$ cat config.mk
export PLATFORM = sky130hd
export DESIGN_NAME = credit_output_port_allocator_top
export DESIGN_NICKNAME = d
export VERILOG_FILES = /design/src/hdl/copa_pkg.sv /design/src/hdl/credit_output_port_allocator_top.sv
export VERILOG_INCLUDE_DIRS = /design/src /design/src/hdl
export SDC_FILE = /design/constraint.sdc
export NUM_CORES = 1
export LEC_CHECK = 0
export ABC_CLOCK_PERIOD_IN_PS = 11600
export BUFFER_PORTS_ARGS = -buffer_cell sky130_fd_sc_hd__buf_2
export CAP_MARGIN = 20
export CORE_UTILIZATION = 56
export CTS_BUF_LIST = sky130_fd_sc_hd__clkbuf_4 sky130_fd_sc_hd__clkbuf_8 sky130_fd_sc_hd__clkbuf_16
export CTS_CLUSTER_DIAMETER = 30
export DETAILED_ROUTE_END_ITERATION = 16
export PLACE_DENSITY = 0.75
export SLEW_MARGIN = 20
export SYNTH_ARGS = -nofsm -noshare
export SYNTH_HDL_FRONTEND = slang
export SYNTH_SLANG_ARGS = --single-unit
$ cat constraint.sdc
create_clock -name clock -period 11.6 [get_ports clock]
set_input_delay 1.16 -clock clock [delete_from_list [all_inputs] [get_ports clock]]
set_output_delay 1.16 -clock clock [all_outputs]
set_load 0.1 [all_outputs]
$ cat src/hdl/credit_output_port_allocator_top_macros.svh
// ----------------------------------------------------------------------------
// Assertion macros for the credit output port allocator
// Shared overlapped-implication and next-cycle check forms.
// ----------------------------------------------------------------------------
`ifndef CREDIT_OUTPUT_PORT_ALLOCATOR_TOP_MACROS_SVH
`define CREDIT_OUTPUT_PORT_ALLOCATOR_TOP_MACROS_SVH

// Check that cons holds in the same cycle as ante.
`define COPA_ASSERT_NOW(label, clk, rst, ante, cons, msg) \
   label: assert property (@(posedge clk) disable iff (rst) (ante) |-> (cons)) \
      else $error(msg);

// Check that cons holds in the cycle after ante.
`define COPA_ASSERT_NEXT(label, clk, rst, ante, cons, msg) \
   label: assert property (@(posedge clk) disable iff (rst) (ante) |=> (cons)) \
      else $error(msg);

`endif

$ cat src/hdl/copa_pkg.sv
// ----------------------------------------------------------------------------
// copa_pkg
// Sizes, register codes and helpers for the credit output port allocator.
// ----------------------------------------------------------------------------
package copa_pkg;

   localparam int NUM_VCS     = 4;
   localparam int NUM_SOURCES = 4;

   localparam int VC_W  = (NUM_VCS > 1) ? $clog2(NUM_VCS) : 1;
   localparam int SRC_W = (NUM_SOURCES > 1) ? $clog2(NUM_SOURCES) : 1;

   localparam int MASK_W      = 16;
   localparam int MASK_IDX_W  = $clog2(MASK_W);
   localparam int CREDIT_W    = 8;
   localparam int FLITS_W     = 8;
   localparam int CSR_DATA_W  = 8;
   localparam int CSR_IDX_W   = 1;
   localparam int FIELD_VC_W  = 2;
   localparam int FIELD_SRC_W = 2;

   localparam logic [FLITS_W-1:0]  RESET_PACKET_FLITS    = 8'd4;
   localparam logic [CREDIT_W-1:0] RESET_CREDIT_CAPACITY = 8'd16;

   typedef enum logic [CSR_IDX_W-1:0] {
      CSR_PACKET_FLITS    = 1'b0,
      CSR_CREDIT_CAPACITY = 1'b1
   } csr_index_type;

   typedef enum logic [0:0] {
      FUNC_TICK          = 1'b0,
      FUNC_CREDIT_RETURN = 1'b1
   } func_type;

   typedef logic [NUM_SOURCES-1:0] src_vec_type;

   // Gather the bits of one virtual channel, one per source port.
   function automatic src_vec_type vc_column(logic [MASK_W-1:0] mask, int unsigned vc);
      src_vec_type col;
      int unsigned idx;
      col = '0;
      for (int unsigned p = 0; p < NUM_SOURCES; p++) begin
         idx = p * NUM_VCS + vc;
         if (idx < MASK_W) begin
            col[p] = mask[idx[MASK_IDX_W-1:0]];
         end
      end
      return col;
   endfunction

   // base + step modulo NUM_SOURCES, step at most NUM_SOURCES.
   function automatic logic [SRC_W-1:0] wrap_src(logic [SRC_W-1:0] base, int unsigned step);
      logic [SRC_W:0] sum;
      sum = (SRC_W+1)'(base) + (SRC_W+1)'(step);
      if (sum >= (SRC_W+1)'(NUM_SOURCES)) begin
         sum = sum - (SRC_W+1)'(NUM_SOURCES);
      end
      return sum[SRC_W-1:0];
   endfunction

   // base + step modulo NUM_VCS, step at most NUM_VCS.
   function automatic logic [VC_W-1:0] wrap_vc(logic [VC_W-1:0] base, int unsigned step);
      logic [VC_W:0] sum;
      sum = (VC_W+1)'(base) + (VC_W+1)'(step);
      if (sum >= (VC_W+1)'(NUM_VCS)) begin
         sum = sum - (VC_W+1)'(NUM_VCS);
      end
      return sum[VC_W-1:0];
   endfunction

endpackage

$ cat src/hdl/credit_output_port_allocator_top.sv
// ----------------------------------------------------------------------------
// credit_output_port_allocator_top
// Virtual channel and round-robin flit allocation for one router output port.
// ----------------------------------------------------------------------------
// Usage:
//   req channel (valid/ready) carries one word per tick or credit return:
//   req_func selects a clock-tick allocation step or a credit return,
//   the two masks give buffer occupancy and front-tail bits per source port
//   and virtual channel, req_credit_vc names the channel of a returned credit.
//   rsp channel (valid/ready) returns exactly one word per request word:
//   whether a flit was sent, its channel, its source port and its tail bit.
//   csr port writes packet_flits (index 0) and credit_capacity (index 1);
//   write it only while the block is idle.
//   An accepted word is registered in the input stage, evaluated there
//   and registered in the result register that drives rsp. Throughput:
//   one word per cycle while rsp does not stall; the allocation state
//   (credits, owners, round-robin pointers) updates in the same cycle
//   that the word leaves the input stage.
//   Reset (synchronous) empties both stages, restores the register defaults,
//   fills every channel's credit to 16 and frees every channel.
//   When rsp stalls, the result register holds and the input stage holds one
//   more word; req_ready drops only when both are full.
// ----------------------------------------------------------------------------
`include "credit_output_port_allocator_top_macros.svh"

module credit_output_port_allocator_top (
   input  logic                               clock,
   input  logic                               reset,
   // request channel
   input  logic                               req_valid,
   output logic                               req_ready,
   input  logic                               req_func,
   input  logic [copa_pkg::MASK_W-1:0]        req_occupied_mask,
   input  logic [copa_pkg::MASK_W-1:0]        req_front_tail_mask,
   input  logic [copa_pkg::FIELD_VC_W-1:0]    req_credit_vc,
   // response channel
   output logic                               rsp_valid,
   input  logic                               rsp_ready,
   output logic                               rsp_sent,
   output logic [copa_pkg::FIELD_VC_W-1:0]    rsp_sent_vc,
   output logic [copa_pkg::FIELD_SRC_W-1:0]   rsp_sent_source,
   output logic                               rsp_sent_tail,
   // configuration write port
   input  logic                               csr_write_enable,
   input  logic [copa_pkg::CSR_IDX_W-1:0]     csr_index,
   input  logic [copa_pkg::CSR_DATA_W-1:0]    csr_wdata
);

   import copa_pkg::*;

   // configuration registers
   logic [FLITS_W-1:0]     packet_flits_ff;
   logic [CREDIT_W-1:0]    credit_capacity_ff;

   // input stage
   logic                   s1_valid_ff, s1_valid_in;
   logic                   s1_func_ff;
   logic [MASK_W-1:0]      s1_occ_ff;
   logic [MASK_W-1:0]      s1_tail_ff;
   logic [FIELD_VC_W-1:0]  s1_cvc_ff;

   // allocation state
   logic [CREDIT_W-1:0]    vc_credit_ff      [NUM_VCS];
   logic [CREDIT_W-1:0]    vc_credit_in      [NUM_VCS];
   logic [NUM_VCS-1:0]     owner_valid_ff, owner_valid_in;
   logic [SRC_W-1:0]       vc_owner_ff       [NUM_VCS];
   logic [SRC_W-1:0]       vc_owner_in       [NUM_VCS];
   logic [SRC_W-1:0]       vc_owner_last_ff  [NUM_VCS];
   logic [SRC_W-1:0]       vc_owner_last_in  [NUM_VCS];
   logic                   chosen_valid_ff, chosen_valid_in;
   logic [VC_W-1:0]        chosen_vc_ff, chosen_vc_in;

   // result register
   logic                   rsp_valid_ff, rsp_valid_in;
   logic                   rsp_sent_ff, rsp_sent_in;
   logic [FIELD_VC_W-1:0]  rsp_sent_vc_ff, rsp_sent_vc_in;
   logic [FIELD_SRC_W-1:0] rsp_sent_source_ff, rsp_sent_source_in;
   logic                   rsp_sent_tail_ff, rsp_sent_tail_in;

   // handshake
   logic                   advance;
   logic                   s1_fire;
   logic                   is_tick;

   // allocation datapath
   src_vec_type            occ_col   [NUM_VCS];
   src_vec_type            tail_col  [NUM_VCS];
   logic [NUM_VCS-1:0]     grant;
   logic [SRC_W-1:0]       grant_src [NUM_VCS];
   logic [NUM_VCS-1:0]     own1;
   logic [SRC_W-1:0]       owner1    [NUM_VCS];
   logic [NUM_VCS-1:0]     eligible;
   logic [VC_W-1:0]        scan_start;
   logic [VC_W-1:0]        cand_vc;
   logic [SRC_W-1:0]       cand_src;
   logic                   found;
   logic [VC_W-1:0]        sel_vc;
   logic [SRC_W-1:0]       sel_src;
   logic                   send;
   logic                   sel_tail;
   logic [VC_W-1:0]        ret_vc;

   // -------------------------------------------------------------------------
   // Handshake: the input stage advances whenever the result register is
   // empty or being drained this cycle.
   // -------------------------------------------------------------------------
   assign advance   = !rsp_valid_ff || rsp_ready;
   assign s1_fire   = s1_valid_ff && advance;
   assign req_ready = !s1_valid_ff || advance;
   assign is_tick   = (func_type'(s1_func_ff) == FUNC_TICK);

   always_comb begin
      s1_valid_in = s1_valid_ff;
      if (req_valid && req_ready) begin
         s1_valid_in = 1'b1;
      end else if (s1_fire) begin
         s1_valid_in = 1'b0;
      end
   end

   always_comb begin
      rsp_valid_in = rsp_valid_ff;
      if (s1_fire) begin
         rsp_valid_in = 1'b1;
      end else if (rsp_ready) begin
         rsp_valid_in = 1'b0;
      end
   end

   // -------------------------------------------------------------------------
   // Step 1: each free channel picks, round-robin after its last winner, the
   // first source port whose buffer holds a flit, when its credit covers a
   // whole packet. Scan from the far end so the nearest hit wins.
   // -------------------------------------------------------------------------
   always_comb begin
      cand_src = '0;
      for (int v = 0; v < NUM_VCS; v++) begin
         occ_col[v]   = vc_column(s1_occ_ff, v);
         tail_col[v]  = vc_column(s1_tail_ff, v);
         grant[v]     = 1'b0;
         grant_src[v] = vc_owner_last_ff[v];
         if (!owner_valid_ff[v] && (vc_credit_ff[v] >= packet_flits_ff)) begin
            for (int c = NUM_SOURCES; c >= 1; c--) begin
               cand_src = wrap_src(vc_owner_last_ff[v], c);
               if (occ_col[v][cand_src]) begin
                  grant[v]     = 1'b1;
                  grant_src[v] = cand_src;
               end
            end
         end
         own1[v]     = owner_valid_ff[v] || grant[v];
         owner1[v]   = grant[v] ? grant_src[v] : vc_owner_ff[v];
         eligible[v] = own1[v] && (vc_credit_ff[v] != '0);
      end
   end

   // -------------------------------------------------------------------------
   // Step 2: round-robin over owned channels with credit, starting after the
   // last chosen one. Step 3: forward from the chosen owner's buffer.
   // -------------------------------------------------------------------------
   always_comb begin
      scan_start = chosen_valid_ff ? wrap_vc(chosen_vc_ff, 1) : '0;
      found      = |eligible;
      sel_vc     = chosen_vc_ff;
      for (int c = NUM_VCS - 1; c >= 0; c--) begin
         cand_vc = wrap_vc(scan_start, c);
         if (eligible[cand_vc]) begin
            sel_vc = cand_vc;
         end
      end
      sel_src  = owner1[sel_vc];
      send     = found && occ_col[sel_vc][sel_src];
      sel_tail = tail_col[sel_vc][sel_src];
   end

   // -------------------------------------------------------------------------
   // State update: commit the tick or the credit return as the word leaves
   // the input stage.
   // -------------------------------------------------------------------------
   assign ret_vc = VC_W'(s1_cvc_ff);

   always_comb begin
      vc_credit_in     = vc_credit_ff;
      owner_valid_in   = owner_valid_ff;
      vc_owner_in      = vc_owner_ff;
      vc_owner_last_in = vc_owner_last_ff;
      chosen_valid_in  = chosen_valid_ff;
      chosen_vc_in     = chosen_vc_ff;
      if (s1_fire) begin
         case (func_type'(s1_func_ff))
            FUNC_CREDIT_RETURN: begin
               // saturate at capacity, drop returns to a missing channel
               if ((int'(s1_cvc_ff) < NUM_VCS) &&
                   (vc_credit_ff[ret_vc] < credit_capacity_ff)) begin
                  vc_credit_in[ret_vc] = vc_credit_ff[ret_vc] + 1'b1;
               end
            end
            FUNC_TICK: begin
               owner_valid_in = own1;
               vc_owner_in    = owner1;
               for (int v = 0; v < NUM_VCS; v++) begin
                  if (grant[v]) begin
                     vc_owner_last_in[v] = grant_src[v];
                  end
               end
               chosen_valid_in = found;
               if (found) begin
                  chosen_vc_in = sel_vc;
               end
               if (send) begin
                  vc_credit_in[sel_vc] = vc_credit_ff[sel_vc] - 1'b1;
                  if (sel_tail) begin
                     owner_valid_in[sel_vc] = 1'b0;
                  end
               end
            end
            default: begin
            end
         endcase
      end
   end

   // result word: all fields zero unless a flit goes out
   always_comb begin
      rsp_sent_in        = 1'b0;
      rsp_sent_vc_in     = '0;
      rsp_sent_source_in = '0;
      rsp_sent_tail_in   = 1'b0;
      if (is_tick && send) begin
         rsp_sent_in        = 1'b1;
         rsp_sent_vc_in     = FIELD_VC_W'(sel_vc);
         rsp_sent_source_in = FIELD_SRC_W'(sel_src);
         rsp_sent_tail_in   = sel_tail;
      end
   end

   // -------------------------------------------------------------------------
   // Registers
   // -------------------------------------------------------------------------
   always_ff @(posedge clock) begin
      if (reset) begin
         packet_flits_ff    <= RESET_PACKET_FLITS;
         credit_capacity_ff <= RESET_CREDIT_CAPACITY;
      end else if (csr_write_enable) begin
         case (csr_index_type'(csr_index))
            CSR_PACKET_FLITS:    packet_flits_ff    <= FLITS_W'(csr_wdata);
            CSR_CREDIT_CAPACITY: credit_capacity_ff <= CREDIT_W'(csr_wdata);
            default: begin
            end
         endcase
      end
   end

   always_ff @(posedge clock) begin
      if (reset) begin
         s1_valid_ff     <= 1'b0;
         rsp_valid_ff    <= 1'b0;
         owner_valid_ff  <= '0;
         chosen_valid_ff <= 1'b0;
         chosen_vc_ff    <= '0;
         for (int v = 0; v < NUM_VCS; v++) begin
            vc_credit_ff[v]     <= RESET_CREDIT_CAPACITY;
            vc_owner_last_ff[v] <= SRC_W'(NUM_SOURCES - 1);
         end
      end else begin
         s1_valid_ff      <= s1_valid_in;
         rsp_valid_ff     <= rsp_valid_in;
         owner_valid_ff   <= owner_valid_in;
         chosen_valid_ff  <= chosen_valid_in;
         chosen_vc_ff     <= chosen_vc_in;
         vc_credit_ff     <= vc_credit_in;
         vc_owner_last_ff <= vc_owner_last_in;
      end
   end

   // payload: no reset, owner entries are qualified by owner_valid_ff
   always_ff @(posedge clock) begin
      vc_owner_ff <= vc_owner_in;
      if (req_valid && req_ready) begin
         s1_func_ff <= req_func;
         s1_occ_ff  <= req_occupied_mask;
         s1_tail_ff <= req_front_tail_mask;
         s1_cvc_ff  <= req_credit_vc;
      end
      if (s1_fire) begin
         rsp_sent_ff        <= rsp_sent_in;
         rsp_sent_vc_ff     <= rsp_sent_vc_in;
         rsp_sent_source_ff <= rsp_sent_source_in;
         rsp_sent_tail_ff   <= rsp_sent_tail_in;
      end
   end

   assign rsp_valid       = rsp_valid_ff;
   assign rsp_sent        = rsp_sent_ff;
   assign rsp_sent_vc     = rsp_sent_vc_ff;
   assign rsp_sent_source = rsp_sent_source_ff;
   assign rsp_sent_tail   = rsp_sent_tail_ff;

   // -------------------------------------------------------------------------
   // Assertions
   // -------------------------------------------------------------------------
   `COPA_ASSERT_NEXT(a_req_enters_stage, clock, reset, req_valid && req_ready, s1_valid_ff, "accepted word did not reach the input stage")
   `COPA_ASSERT_NOW(a_send_has_credit, clock, reset, s1_fire && is_tick && send, vc_credit_ff[sel_vc] != '0, "flit sent on a channel without credit")
   `COPA_ASSERT_NOW(a_send_from_owner, clock, reset, s1_fire && is_tick && send, own1[sel_vc], "flit sent on a channel with no owner")
   `COPA_ASSERT_NOW(a_idle_result_zero, clock, reset, rsp_valid_ff && !rsp_sent_ff, (rsp_sent_vc_ff == '0) && (rsp_sent_source_ff == '0) && !rsp_sent_tail_ff, "empty result carries nonzero fields")

endmodule
==> summary.txt <==
Yosys
  • Cell with the most instances after synthesis: nand2_1
  • Yosys warns: 0
  • Ys flop type: dfxtp_1
  • Average size of a mapped cell: roughly 9.6 um2
  • #FFs+latches synth: roughly 110
  • Cell variety after synth: 85
  • Sequential-to-total area share from yosys stat: around 36%
  • Netlist Area Pre-Place: between 7000 and 8000 um2
  • EDFF count, synth: 49
  • Area leader, netlist: edfxtp_1
  • Post-synthesis cell count: between 800 and 900
  • Top-area cell type share of the netlist area: between 10% and 20%
  • Synth cell count leaders: 78 x nand2_1, 65 x dfxtp_1, 63 x nor2_1
  • Ys async rst share: 0%
  • Mapped Nets: 896
  • Top post-synthesis cells by area: edfxtp_1 19%, dfxtp_1 17%, mux2i_1 7.1%, ha_1 6.6%, nand2_1 3.8%

Finish
  • Final net count: between 900 and 1,000
  • Layout area overhead: 12.4%
  • Layout cell share with drive strength beyond 1: between 10% and 20%
  • Final instance area: 8700 um2
  • Post-Layout Cell Count: 1,045
  • Diodes inserted: 0
  • Fin util: ~65%

Setup path
  • Worst path required time: roughly 12 ns
  • CP endpoint kind: flip-flop
  • Setup CP Type: reg2reg
  • Crit Path Max Fanout: 12
  • Critical path launch point type: flip-flop
  • R2r setup slk: about 6.5 ns
  • Worst path arrival time: between 5 and 6 ns

Drt
  • WL final: between 20,000 and 25,000 um
  • DRC viols: 0
  • Detailed-router iteration count before antenna repair: 6
  • Initial detailed-routing violation count: 646
  • Via count: between 6,000 and 7,000
  • Via density: about 6.5
  • Antenna-violating nets left: 0
  • Avg WL per Cell: around 21 um

Pwr
  • Clock network power share: between 30% and 40%
  • Reg power frac: between 30 and 40%
  • Cell Int Power: roughly 0.91 mW
  • Sw Share: between 30% and 40%
  • P per Cell Area: approximately 160 nW/um2
  • IR drop worst, VDD: 0.000123 V
  • Power share of the combinational group: a little under a third
  • NetSw: just under 0.5 mW
  • Pleak: around 3.4 nW

Floorplanning
  • Die Y: 120 um
  • Area of the die: ~14,000 um2
  • IO Pins: 57
  • Starting density of the core: between 50% and 60%
  • Row count: 42
  • Die X: approximately 120 um
  • Core area: between 10,000 and 15,000 um2

Timing
  • Setup Skew: around 0.01 ns
  • Rel. slew slack: between 30% and 40%
  • FMAX: 197 MHz
  • TNS Setup: 0 ns
  • Setup violations, final: 0
  • Post-route clock period utilization: 43.8%
  • RSZ-0062 raised after global routing: false
  • Hold Slack: approximately 0.46 ns
  • Min cycle time layout: 5.08 ns
  • Pins Over Slew Limit: 0
  • Final hold vios: 0
  • Worst slew pin tran: around 1 ns

Placement
  • DP Wirelength: 15,800 um
  • Port bufs: between 50 and 60
  • Placed cell area: a little over 8000 um2
  • Placed Cells: between 1,000 and 1,500
  • Gpl congestion: roughly 1.0

Clock network
  • Number of H-tree levels: 4
  • Clk sinks: ~110
  • Post-cts resize count: 0
  • Post-CTS Hold Fix Bufs: 0
  • Post-CTS setup buffer count: 0
  • Clock latency on the worst-skew pair: 0.42 ns
  • Buffer depth of the longest clock path: 2
  • Reg clk slew, reported paths: approximately 0.060 ns
  • CTS tree: built
  • Root Buffer: clkbuf_16
  • CTS buffer count: 17

GRT
  • First-pass GRT wire length: 34,700 um
  • Antenna violations before repair: 0
  • All-layer global routing usage: between 30% and 40%
  • GRT overflow: 0
  • Largest net degree at the start of global routing: 60
  • Vias in the first global route: around 6,600

Flow run
  • Max-cap violations: 0

Hold path
  • Min-Delay Path Class: reg2reg

Status
  • Status: finished clean
-- metal layers --
metal	wire length (um)	GRT usage, %	part of all wire, %
met5	0	0	0
met4	1030	16.9	4.8
met3	1870	6.94	8.6
met2	10200	51.7	47
met1	8570	39.0	40
-- worst paths after layout --
path | from | end | cells past startpoint
hold / removal | packet_flits_ff[7] | packet_flits_ff[7] | 2
setup / recovery | vc_credit_ff[7] | vc_credit_ff[22] | 15
setup reg to reg | vc_credit_ff[7] | vc_credit_ff[22] | 15
hold reg to reg | packet_flits_ff[7] | packet_flits_ff[7] | 2
-- cell families after synthesis --
logic type                 after synthesis  share of synthesized area, %
DFF                                    114                          35.8
adders and majority gates               41                          6.62
muxes                                   87                          13.3
and+or+nand+nor                        277                          17.9
xor gates and xnor gates                17                          1.92
buffers and inverters                   74                          4.15
AOI/OAI and AO/OA                      196                          20.2
-- layout by cell type, fill, tap and decap left out, types with 25 or more instances in the layout --
cell | synthesis | layout
a21oi_1 | 43 | 43
buf_2 | 8 | 56
dfxtp_1 | 65 | 65
edfxtp_1 | 49 | 49
ha_1 | 41 | 41
inv_1 | 41 | 41
mux2i_1 | 55 | 55
nand2_1 | 78 | 78
nand3_1 | 28 | 28
nor2_1 | 63 | 63
o21ai_0 | 25 | 25
-- sequential cells by signal, summed over array words and instances (netlist names) --
name	count
chosen_vc_ff	2
rsp_sent_vc	2
rsp_sent	1
s1_occ_ff	16
packet_flits_ff	8
s1_valid_ff	1
vc_owner_ff	8
s1_func_ff	1
owner_valid_ff	4
chosen_valid_ff	1
vc_credit_ff	32
ret_vc	2
rsp_valid	1
rsp_sent_source	2
credit_capacity_ff	8
s1_tail_ff	16
vc_owner_last_ff	8
rsp_sent_tail	1
-- area by class of cell --
cell class | instances | area (um2)
clock inverters | 13 | 98.8
inverters | 41 | 154
repair buffers | 64 | 340
flip-flops and latches | 114 | 2770
well taps | 176 | 220
fillers | 1085 | 4640
clock buffers | 19 | 464
multi-input cells | 618 | 4650
-- power by group through the flow --
stage               combinational [mW]  clock [mW]  sequential, mW
floorplan                        0.326           0           0.487
global placement                 0.416           0           0.476
detailed placement               0.426           0           0.477
CTS                              0.428       0.498           0.469
global route                     0.465       0.518           0.472
finish                           0.436       0.494           0.471
-- worst max-delay path: stages, from the launching register on --
cell,delay (ns)
dfxtp_1,0.58
ha_1,0.33
and3_1,0.16
a221oi_1,0.30
o21a_1,0.31
a21oi_1,0.16
a2bb2oi_1,0.20
nor3_2,0.64
buf_4,0.37
mux2i_2,0.42
ha_1,0.27
o2111ai_1,0.32
nor2_1,0.39
nor2_1,0.09
o31ai_1,0.30
mux2i_1,0.10
-- metrics by stage --
stage | power (mW) | setup WS [ns]
final | 1.40 | 6.52
after global routing | 1.46 | 6.24
after CTS | 1.40 | 6.61
after detailed placement | 0.903 | 6.66
after global placement | 0.892 | 6.76
after floorplan | 0.812 | 7.74
Note: power is estimated with default switching activity, not from simulation.
